==> src/hw/rtl/rsp_pkg.sv <==
// Shared types and constants for the RESP stream parser.
// No dependencies; the front end, result queue and top level import this package.
package rsp_pkg;

	localparam int MAX_DEPTH_DEF = 8;
	localparam int LEN_BITS_DEF  = 32;
	localparam int QDEPTH        = 4;

	localparam logic [7:0] CH_CR    = 8'h0D;
	localparam logic [7:0] CH_LF    = 8'h0A;
	localparam logic [7:0] CH_PLUS  = 8'h2B;
	localparam logic [7:0] CH_MINUS = 8'h2D;
	localparam logic [7:0] CH_COLON = 8'h3A;
	localparam logic [7:0] CH_DOLLAR = 8'h24;
	localparam logic [7:0] CH_STAR  = 8'h2A;
	localparam logic [7:0] CH_ZERO  = 8'h30;
	localparam logic [7:0] CH_NINE  = 8'h39;

	typedef enum logic [2:0] {
		PH_TYPE  = 3'd0,
		PH_LINE  = 3'd1,
		PH_NUM   = 3'd2,
		PH_BODY  = 3'd3,
		PH_SKIPA = 3'd4,
		PH_SKIPB = 3'd5
	} phase_t;

	typedef enum logic [2:0] {
		VK_SIMPLE = 3'd0,
		VK_ERROR  = 3'd1,
		VK_INT    = 3'd2,
		VK_BULK   = 3'd3,
		VK_ARRAY  = 3'd4
	} vkind_t;

	typedef enum logic [2:0] {
		EV_PAYLOAD  = 3'd0,
		EV_INTEGER  = 3'd1,
		EV_BULK_HDR = 3'd2,
		EV_ARR_HDR  = 3'd3,
		EV_NULL_BULK = 3'd4,
		EV_NULL_ARR = 3'd5,
		EV_STR_END  = 3'd6,
		EV_ERROR    = 3'd7
	} event_t;

	localparam logic [1:0] SK_SIMPLE = 2'd0;
	localparam logic [1:0] SK_BULK   = 2'd2;

	typedef struct packed {
		event_t      ev;
		logic [1:0]  kind;
		logic [7:0]  byte_value;
		logic [63:0] number;
		logic [3:0]  level;
		logic        done;
		logic        last;
	} result_t;

	typedef struct packed {
		logic [63:0] acc;
		logic        minus;
		logic        digit;
		logic        junk;
	} num_st_t;

	typedef struct packed {
		num_st_t st;
		logic    fail;
	} num_res_t;

	function automatic result_t mk_res(event_t ev, logic [1:0] kind, logic [7:0] b,
			logic [63:0] num, logic [3:0] lvl, logic done);
		result_t r;
		r.ev = ev;
		r.kind = kind;
		r.byte_value = b;
		r.number = num;
		r.level = lvl;
		r.done = done;
		r.last = 1'b0;
		return r;
	endfunction

endpackage

==> src/hw/rtl/rsp_front.sv <==
// Front end of the RESP stream parser: holds all parse state and turns one
// byte per fire cycle into zero, one or two results. Depends on rsp_pkg.
module rsp_front #(
	parameter int MAX_DEPTH = rsp_pkg::MAX_DEPTH_DEF,
	parameter int LEN_BITS  = rsp_pkg::LEN_BITS_DEF
) (
	input  logic            clk,
	input  logic            arst_n,
	input  logic            fire,
	input  logic [7:0]      byte_in,
	input  logic            restart,
	output logic [1:0]      wr_cnt,
	output rsp_pkg::result_t res0,
	output rsp_pkg::result_t res1
);
	import rsp_pkg::*;

	localparam int LVL_W = $clog2(MAX_DEPTH + 1);
	localparam logic [63:0] CAP = 64'(1) << LEN_BITS;
	localparam logic [67:0] INT_MAX_POS = 68'h7FFFFFFFFFFFFFFF;
	localparam logic [67:0] INT_MAX_NEG = 68'h8000000000000000;

	phase_t               phase_q, n_phase, c_phase;
	vkind_t               kind_q, n_kind, c_kind;
	num_st_t              num_q, n_num, c_num;
	logic                 held_q, n_held, c_held;
	logic [LEN_BITS-1:0]  body_q, n_body, c_body;
	logic [LVL_W-1:0]     lvl_q, n_lvl, c_lvl;
	logic                 err_q, n_err, c_err;
	logic [LEN_BITS-1:0]  cnt_q [MAX_DEPTH];

	logic [LVL_W-1:0]     comp_lvl;
	logic                 comp_done;
	logic [MAX_DEPTH-1:0] comp_dec;
	logic                 do_comp, do_push;
	logic [1:0]           nres;
	result_t              r0, r1;
	num_res_t             nr1, nr2;
	logic                 is_int;

	function automatic num_res_t num_char(num_st_t s, logic int_kind, logic [7:0] c);
		num_res_t o;
		logic [67:0] wide;
		logic [67:0] lim;
		logic dig;
		o.st = s;
		o.fail = 1'b0;
		dig = (c >= CH_ZERO) && (c <= CH_NINE);
		wide = {1'b0, s.acc, 3'b000} + {3'b000, s.acc, 1'b0} + 68'(c - CH_ZERO);
		lim = s.minus ? INT_MAX_NEG : INT_MAX_POS;
		if (dig && !s.junk) begin
			if (int_kind) begin
				if (wide > lim) begin
					o.fail = 1'b1;
				end else begin
					o.st.acc = wide[63:0];
				end
			end else if (wide > {4'b0000, CAP}) begin
				o.st.acc = CAP;
			end else begin
				o.st.acc = wide[63:0];
			end
			o.st.digit = 1'b1;
		end else if (c == CH_MINUS && !s.minus && !s.digit) begin
			o.st.minus = 1'b1;
		end else if (int_kind || !s.digit) begin
			o.fail = 1'b1;
		end else begin
			o.st.junk = 1'b1;
		end
		return o;
	endfunction

	// A restart clears the state before the byte is looked at.
	always_comb begin
		c_phase = restart ? PH_TYPE : phase_q;
		c_kind  = restart ? VK_SIMPLE : kind_q;
		c_num   = restart ? '0 : num_q;
		c_held  = restart ? 1'b0 : held_q;
		c_body  = restart ? '0 : body_q;
		c_lvl   = restart ? '0 : lvl_q;
		c_err   = restart ? 1'b0 : err_q;
	end

	// Completion cascade: the highest open array with more than one element
	// left takes the decrement; every array above it closes.
	always_comb begin
		logic found;
		found = 1'b0;
		comp_lvl = '0;
		comp_dec = '0;
		for (int i = MAX_DEPTH - 1; i >= 0; i--) begin
			if (!found && (LVL_W'(i) < c_lvl) && (cnt_q[i] > LEN_BITS'(1))) begin
				found = 1'b1;
				comp_dec[i] = 1'b1;
				comp_lvl = LVL_W'(i + 1);
			end
		end
		comp_done = !found;
	end

	always_comb begin
		logic [3:0]  lv;
		logic [63:0] n;
		logic        line_end;
		logic        fail;
		logic [LEN_BITS-1:0] nb;
		n_phase = c_phase;
		n_kind  = c_kind;
		n_num   = c_num;
		n_held  = c_held;
		n_body  = c_body;
		n_lvl   = c_lvl;
		n_err   = c_err;
		do_comp = 1'b0;
		do_push = 1'b0;
		nres    = 2'd0;
		fail    = 1'b0;
		line_end = 1'b0;
		lv = 4'(c_lvl);
		n  = c_num.acc;
		nb = '0;
		is_int = (c_kind == VK_INT);
		r0 = mk_res(EV_PAYLOAD, SK_SIMPLE, 8'h00, 64'h0, lv, 1'b0);
		r1 = r0;
		nr1 = num_char(c_num, is_int, CH_CR);
		nr2 = num_char(c_held ? nr1.st : c_num, is_int, byte_in);
		if (!c_err) begin
			case (c_phase)
				PH_TYPE: begin
					n_num = '0;
					n_held = 1'b0;
					case (byte_in)
						CH_PLUS: begin
							n_kind = VK_SIMPLE;
							n_phase = PH_LINE;
						end
						CH_MINUS: begin
							n_kind = VK_ERROR;
							n_phase = PH_LINE;
						end
						CH_COLON: begin
							n_kind = VK_INT;
							n_phase = PH_NUM;
						end
						CH_DOLLAR: begin
							n_kind = VK_BULK;
							n_phase = PH_NUM;
						end
						CH_STAR: begin
							n_kind = VK_ARRAY;
							n_phase = PH_NUM;
						end
						default: fail = 1'b1;
					endcase
				end
				PH_LINE: begin
					if (c_held) begin
						if (byte_in == CH_LF) begin
							n_held = 1'b0;
							do_comp = 1'b1;
							r0 = mk_res(EV_STR_END, c_kind[1:0], 8'h00, 64'h0, lv, comp_done);
							nres = 2'd1;
							n_phase = PH_TYPE;
						end else begin
							r0 = mk_res(EV_PAYLOAD, c_kind[1:0], CH_CR, 64'h0, lv, 1'b0);
							nres = 2'd1;
							if (byte_in != CH_CR) begin
								n_held = 1'b0;
								r1 = mk_res(EV_PAYLOAD, c_kind[1:0], byte_in, 64'h0, lv, 1'b0);
								nres = 2'd2;
							end
						end
					end else if (byte_in == CH_CR) begin
						n_held = 1'b1;
					end else begin
						r0 = mk_res(EV_PAYLOAD, c_kind[1:0], byte_in, 64'h0, lv, 1'b0);
						nres = 2'd1;
					end
				end
				PH_NUM: begin
					if (c_held) begin
						n_held = 1'b0;
						if (byte_in == CH_LF) begin
							line_end = 1'b1;
						end else if (nr1.fail) begin
							fail = 1'b1;
						end else if (byte_in == CH_CR) begin
							n_held = 1'b1;
							n_num = nr1.st;
						end else if (nr2.fail) begin
							fail = 1'b1;
						end else begin
							n_num = nr2.st;
						end
					end else if (byte_in == CH_CR) begin
						n_held = 1'b1;
					end else if (nr2.fail) begin
						fail = 1'b1;
					end else begin
						n_num = nr2.st;
					end
				end
				PH_BODY: begin
					r0 = mk_res(EV_PAYLOAD, SK_BULK, byte_in, 64'h0, lv, 1'b0);
					nres = 2'd1;
					nb = (c_body != '0) ? c_body - LEN_BITS'(1) : c_body;
					n_body = nb;
					if (nb == '0) begin
						n_phase = PH_SKIPA;
					end
				end
				PH_SKIPA: n_phase = PH_SKIPB;
				PH_SKIPB: begin
					do_comp = 1'b1;
					r0 = mk_res(EV_STR_END, SK_BULK, 8'h00, 64'h0, lv, comp_done);
					nres = 2'd1;
					n_phase = PH_TYPE;
				end
				default: n_phase = PH_TYPE;
			endcase

			if (line_end) begin
				n_phase = PH_TYPE;
				if (!c_num.digit) begin
					fail = 1'b1;
				end else if (is_int) begin
					do_comp = 1'b1;
					r0 = mk_res(EV_INTEGER, SK_SIMPLE, 8'h00,
						c_num.minus ? 64'h0 - n : n, lv, comp_done);
					nres = 2'd1;
				end else if (c_num.minus && n == 64'd1) begin
					do_comp = 1'b1;
					r0 = mk_res((c_kind == VK_BULK) ? EV_NULL_BULK : EV_NULL_ARR,
						SK_SIMPLE, 8'h00, 64'h0, lv, comp_done);
					nres = 2'd1;
				end else if ((c_num.minus && n != 64'd0) || n >= CAP) begin
					fail = 1'b1;
				end else if (c_kind == VK_BULK) begin
					r0 = mk_res(EV_BULK_HDR, SK_SIMPLE, 8'h00, n, lv, 1'b0);
					nres = 2'd1;
					n_body = n[LEN_BITS-1:0];
					n_phase = (n != 64'd0) ? PH_BODY : PH_SKIPA;
				end else if (n == 64'd0) begin
					do_comp = 1'b1;
					r0 = mk_res(EV_ARR_HDR, SK_SIMPLE, 8'h00, 64'h0, lv, comp_done);
					nres = 2'd1;
				end else if (c_lvl >= LVL_W'(MAX_DEPTH)) begin
					fail = 1'b1;
				end else begin
					do_push = 1'b1;
					n_lvl = c_lvl + LVL_W'(1);
					r0 = mk_res(EV_ARR_HDR, SK_SIMPLE, 8'h00, n, lv, 1'b0);
					nres = 2'd1;
				end
			end

			if (do_comp) begin
				n_lvl = comp_lvl;
			end
			if (fail) begin
				n_err = 1'b1;
				r0 = mk_res(EV_ERROR, SK_SIMPLE, 8'h00, 64'h0, lv, 1'b0);
				nres = 2'd1;
			end
		end
		if (nres == 2'd1) begin
			r0.last = 1'b1;
		end
		if (nres == 2'd2) begin
			r1.last = 1'b1;
		end
	end

	assign wr_cnt = fire ? nres : 2'd0;
	assign res0 = r0;
	assign res1 = r1;

	always_ff @(posedge clk or negedge arst_n) begin
		if (!arst_n) begin
			phase_q <= PH_TYPE;
			kind_q  <= VK_SIMPLE;
			num_q   <= '0;
			held_q  <= 1'b0;
			body_q  <= '0;
			lvl_q   <= '0;
			err_q   <= 1'b0;
		end else if (fire) begin
			phase_q <= n_phase;
			kind_q  <= n_kind;
			num_q   <= n_num;
			held_q  <= n_held;
			body_q  <= n_body;
			lvl_q   <= n_lvl;
			err_q   <= n_err;
		end
	end

	// Count stack: each entry updates in place, no reset needed.
	always_ff @(posedge clk) begin
		for (int i = 0; i < MAX_DEPTH; i++) begin
			if (fire && do_push && c_lvl == LVL_W'(i)) begin
				cnt_q[i] <= c_num.acc[LEN_BITS-1:0];
			end else if (fire && do_comp && comp_dec[i]) begin
				cnt_q[i] <= cnt_q[i] - LEN_BITS'(1);
			end
		end
	end

endmodule

==> src/hw/rtl/rsp_queue.sv <==
// Result queue and output side of the RESP stream parser: takes up to two
// items a cycle from the front end, hands out one per out_ready cycle; needs rsp_pkg.
module rsp_queue (
	input  logic             clk,
	input  logic             arst_n,
	input  logic [1:0]       wr_cnt,
	input  rsp_pkg::result_t res0,
	input  rsp_pkg::result_t res1,
	output logic             space_ok,
	output logic             out_valid,
	input  logic             out_ready,
	output rsp_pkg::result_t out_res
);
	import rsp_pkg::*;

	localparam int PW = $clog2(QDEPTH);

	result_t          mem [QDEPTH];
	logic [PW-1:0]    wp_q, rp_q;
	logic [PW:0]      cnt_q;
	logic             pop;

	assign pop       = out_valid && out_ready;
	assign out_valid = (cnt_q != '0);
	assign out_res   = mem[rp_q];
	// Room for the worst case of two results from the next byte.
	assign space_ok  = (cnt_q <= (PW + 1)'(QDEPTH - 2));

	always_ff @(posedge clk) begin
		if (wr_cnt != 2'd0) begin
			mem[wp_q] <= res0;
		end
		if (wr_cnt == 2'd2) begin
			mem[wp_q + PW'(1)] <= res1;
		end
	end

	always_ff @(posedge clk or negedge arst_n) begin
		if (!arst_n) begin
			wp_q  <= '0;
			rp_q  <= '0;
			cnt_q <= '0;
		end else begin
			wp_q  <= wp_q + PW'(wr_cnt);
			rp_q  <= rp_q + PW'(pop);
			cnt_q <= cnt_q + (PW + 1)'(wr_cnt) - (PW + 1)'(pop);
		end
	end

endmodule

==> src/hw/rtl/resp_stream_parser_core.sv <==
// RESP stream parser top level. A result is written into the result queue when
// its byte is accepted and is shown on the master side once at the queue head.
// One byte is taken per cycle while each gives at most one result and m_axis_tready
// stays high; the single-item output port is the limit. Reset (arst_n low) empties
// the result queue and returns the parser to expecting a type byte, error cleared.
module resp_stream_parser_core #(
	parameter int MAX_DEPTH = rsp_pkg::MAX_DEPTH_DEF,
	parameter int LEN_BITS  = rsp_pkg::LEN_BITS_DEF
) (
	input  logic        clk,
	input  logic        arst_n,
	input  logic        s_axis_tvalid,
	output logic        s_axis_tready,
	input  logic [7:0]  s_axis_tdata,   // [7:0] byte_in
	input  logic        s_axis_tuser,   // [0] restart
	output logic        m_axis_tvalid,
	input  logic        m_axis_tready,
	output logic [79:0] m_axis_tdata,   // [7:0] byte_value, [71:8] number,
	                                    // [75:72] nest_level, [79:76] zero
	output logic [5:0]  m_axis_tuser,   // [2:0] event_res, [4:3] string_kind,
	                                    // [5] message_done
	output logic        m_axis_tlast    // last result caused by one input item
);
	import rsp_pkg::*;

	logic       space_ok;
	logic       fire;
	logic [1:0] wr_cnt;
	result_t    res0, res1, head;

	// An input item is taken whenever the queue can hold the two results it
	// might cause, so the parser never waits on the output side directly.
	assign s_axis_tready = space_ok;
	assign fire = s_axis_tvalid && space_ok;

	// The front end holds all parse state, including the count stack that
	// tracks open arrays, and writes its results straight into the queue.
	rsp_front #(
		.MAX_DEPTH(MAX_DEPTH),
		.LEN_BITS(LEN_BITS)
	) u_front (
		.clk(clk),
		.arst_n(arst_n),
		.fire(fire),
		.byte_in(s_axis_tdata),
		.restart(s_axis_tuser),
		.wr_cnt(wr_cnt),
		.res0(res0),
		.res1(res1)
	);

	// The queue decouples parsing from the consumer on the master side.
	rsp_queue u_queue (
		.clk(clk),
		.arst_n(arst_n),
		.wr_cnt(wr_cnt),
		.res0(res0),
		.res1(res1),
		.space_ok(space_ok),
		.out_valid(m_axis_tvalid),
		.out_ready(m_axis_tready),
		.out_res(head)
	);

	// Pack the head item onto the output stream.
	assign m_axis_tdata = {4'h0, head.level, head.number, head.byte_value};
	assign m_axis_tuser = {head.done, head.kind, head.ev};
	assign m_axis_tlast = head.last;

endmodule

==> config.mk <==
export PLATFORM = sky130hd
export DESIGN_NAME = resp_stream_parser_core
export DESIGN_NICKNAME = d
export VERILOG_FILES = /design/src/hw/rtl/rsp_pkg.sv /design/src/hw/rtl/rsp_front.sv /design/src/hw/rtl/rsp_queue.sv /design/src/hw/rtl/resp_stream_parser_core.sv
export SDC_FILE = /design/constraint.sdc
export NUM_CORES = 2
export LEC_CHECK = 0
export BUFFER_PORTS_ARGS = -buffer_cell sky130_fd_sc_hd__buf_2
export CORE_UTILIZATION = 25
export DETAILED_ROUTE_END_ITERATION = 10
export GPL_TIMING_DRIVEN = 0
export SLEW_MARGIN = 20
export SYNTH_ARGS = -nofsm -noshare
export SYNTH_HDL_FRONTEND = slang
export SYNTH_SLANG_ARGS = --single-unit
==> constraint.sdc <==
create_clock -name clk -period 6.5 [get_ports clk]
set_input_delay 0.65 -clock clk [delete_from_list [all_inputs] [get_ports clk]]
set_output_delay 0.65 -clock clk [all_outputs]
set_load 0.01 [all_outputs]
==> impl_metrics.csv <==
group,metric,value,unit
floorplanning,ioPinCount,102,
global_route,use_met1,0.250,
timing,max_slew_margin,0.168,
yosys,synth-seq-cells,706,
global_route,grt_max_degree,75,
drt,finalWirelength,179,mm
timing,fmaxAchievable,130,MHz
layout,syn_to_final_growth,25.4,%
timing,layout_min_cycle_time,7.67,ns
power,leakage,21.5,nW
timing,skew,0.0495,ns
floorplanning,rows,156,
cts,clock_latency,0.71,ns
global_route,met3_usage,0.0245,
yosys,synth_flop_cell,"edfxtp_1",
place,gp_congestion,0.981,
yosys,synth-async-reset-ratio,0.167,
cts,cts_htree_levels,3,
yosys,synth_top_cell_by_area,"edfxtp_1",
timing,rsz0062_at_grt,"true",
layout,final_common_cell,"nor2_1",
global_route,grtUsageMet2,0.292,
drt,drt_iter0_drc,4381,
cts,numCtsBuffers,80,
timing,tightest_slew,1.24,ns
floorplanning,die_area,184000,um2
yosys,synthCells,5213,
yosys,synth_cell_types,93,
place,place_ws,-7.42,ns
power,p_per_area,226,nW/um2
yosys,synth_edf_count,316,
global_route,busiest_layer,"met2",
worst_setup_path,critPathSlowestCell,"fa_1",
worst_setup_path,r2r-end,"u_queue.mem[0][71]",
floorplanning,initial_utilization,0.252,
timing,fin_ws,-1.17,ns
worst_setup_path,slowest_delay,0.52,ns
worst_setup_path,crit_fanout,10,
timing,hold_violations,0,
place,numPortBuffers,97,
drt,final_antenna_net_count,0,
cts,tritoncts,"built",
hold_path,hold_depth,2,
drt,wl_per_cell,22.2,um
yosys,synth_top_area_frac,0.208,
timing,final_max_slew_viol_count,0,
global_route,grt_pass1_vias,40590,
cts,clk_pin_slew,0.06,ns
timing,hold_slack,0.457,ns
worst_setup_path,critical_path_arrival,8.13,ns
yosys,syn_avg_cell_area,8.76,um2
worst_setup_path,r2r_start,"u_front.num_q[11]",
layout,final_cell_mix,"nor2_1, nand2_1, o21ai_0",
timing,setup_viol,454,
layout,drive_above_1_share,0.176,
status,outcome,"complete, but fails checks",
floorplanning,core,181000,um2
drt,drc_errors,0,
yosys,synth_area,45700,um2
status,violations,"setup timing",
global_route,overflow,0,
cts,clock-sinks,706,
global_route,grt_antenna_before_repair,5,
floorplanning,die_x,429,um
job,maxCapViolations,0,
drt,drt_pass1_iterations,8,
power,p_total,12.9,mW
yosys,netlist_top_cells_area,"edfxtp_1, dfxtp_1, dfrtp_1",
layout,final_cells,8058,
cts,cts_root_buffer,"clkbuf_16",
worst_setup_path,r2r_cells,34,
worst_setup_path,crit_path_end_kind,"register",
hold_path,worstHoldPathType,"reg -> reg",
global_route,grt_pass1_wl,261,mm
drt,vias,43421,
worst_setup_path,cp-start-kind,"input pin",
drt,via_per_inst,5.39,
hold_path,min_from,"u_queue.mem[3][63]",
power,ir_drop,0.000215,V
worst_setup_path,crit_top_cell,"clkbuf_16",
place,dp_cells,7694,
cts,clock_path_buffers,3,
worst_setup_path,reg2reg_slack,-0.97,ns
global_route,grtUsageTotal,0.184,
yosys,yosysWarnings,0,
layout,final_nets,5860,
floorplanning,fp.dieH,429,um
timing,period_share,1.18,
hold_path,holdPathEnd,"u_queue.mem[3][63]",
yosys,yosysSeqAreaShare,0.392,
worst_setup_path,criticalPathCategory,"in -> reg",
place,dp_hpwl,128,mm
worst_setup_path,cp.required,6.96,ns
## routing by layer
| metal | vias to the layer above | routed length (um) |
|---|---|---|
| met3 | 342 | 13700 |
| met1 | 21426 | 76200 |
| met4 | 4 | 7620 |
| li1 | 19753 | - |
| met2 | 1896 | 81100 |
| met5 | - | 27 |
## sequential cells by signal (all words and copies together) (netlist names)
name	flops
u_queue.wp_q	2
u_queue.rp_q	2
u_front.held_q	1
u_queue.cnt_q	3
u_front.phase_q	3
u_front.kind_q	3
u_front.lvl_q	4
u_front.num_q	67
u_queue.mem	332
u_front.body_q	32
u_front.err_q	1
u_front.cnt_q	256
## Yosys cell counts (22+ instances only)
library cell,n
nor2b_1,44
nand3_1,283
a211oi_1,22
nor4_1,80
o31ai_1,22
o21ai_0,507
inv_1,202
clkbuf_1,260
o22ai_1,41
ha_1,164
a21oi_1,382
nand2b_1,28
fa_1,64
xnor2_1,150
a22o_1,85
dfxtp_1,272
a31oi_1,42
mux2i_1,24
and2_1,35
nand2_1,523
nor3_1,173
or4_1,37
xor2_1,156
nor2_1,522
o21a_1,27
buf_2,38
a21o_1,55
dfrtp_1,118
mux4_2,83
or3_1,56
nand4_1,55
edfxtp_1,316
and3_1,29
## final cells by class
cell class                      count  area (um2)
Buffer                            304        2180
Inverter                          221         983
Timing Repair Buffer              345        3160
Antenna cell                        1        2.50
Fill cell                       18714      124000
Clock inverter                     41         425
Multi-Input combinational cell   3961       27400
Tap cell                         2370        2970
Sequential cell                   706       17900
Clock buffer                      109        2280
## logic make-up after synthesis
family	Yosys count	share of synthesized area
AO/OA/AOI/OAI	1369	0.181
adder cells (fa/ha/maj)	228	0.0730
flip-flops	706	0.392
XOR/XNOR	306	0.0587
buffers and inverters	549	0.0473
AND/OR/NAND/NOR	1945	0.201
multiplexers	109	0.0469
other	1	0.0000821
## critical path: cells and delay by family
| kind | cells | cell delay [ns] |
|---|---|---|
| xor gates and xnor gates | 1 | 0.31 |
| and+or+nand+nor | 9 | 1.94 |
| buffers and inverters | 16 | 2.33 |
| AOI/OAI and AO/OA | 9 | 1.67 |
| adders and majority gates | 3 | 1.21 |
## per-stage QoR
stage,utilization,TNS (ns),area (um2)
floorplan,-,-787.66,46100
global placement,0.274,-5090.56,49600
detailed placement,0.275,-4790.02,49900
CTS,0.300,-681.37,54400
global route,0.316,-516.48,57300
finish,0.316,-446.31,57300
## worst max-delay path by stage
| stage | start | endpoint | slack, ns | depth (start not counted) |
|---|---|---|---|---|
| final | s_axis_tuser | u_queue.mem[0][71] | -1.17 | 38 |
| after global routing | s_axis_tuser | u_queue.mem[0][0] | -1.31 | 39 |
| after CTS | s_axis_tuser | u_queue.mem[0][79] | -1.71 | 39 |
| after detailed placement | s_axis_tuser | u_queue.mem[1][78] | -7.42 | 37 |
| after global placement | s_axis_tuser | u_queue.mem[1][78] | -7.64 | 36 |
| after floorplan | s_axis_tdata[4] | u_queue.mem[0][0] | -2.06 | 32 |
## where the power goes
group	switching [mW]	internal, mW
combinational	2.00	1.21
clock	2.02	2.72
sequential	0.182	4.82
## repair_timing
item	in CTS	in global routing
hold endpoints to repair	73	0
resized for setup	273	497
endpoints found under the setup margin	1005	582
pin swaps	25	92
cloned	1	18
hold buffers	1	0
setup buffers	96	126
Note: power is estimated with default switching activity, not from simulation.
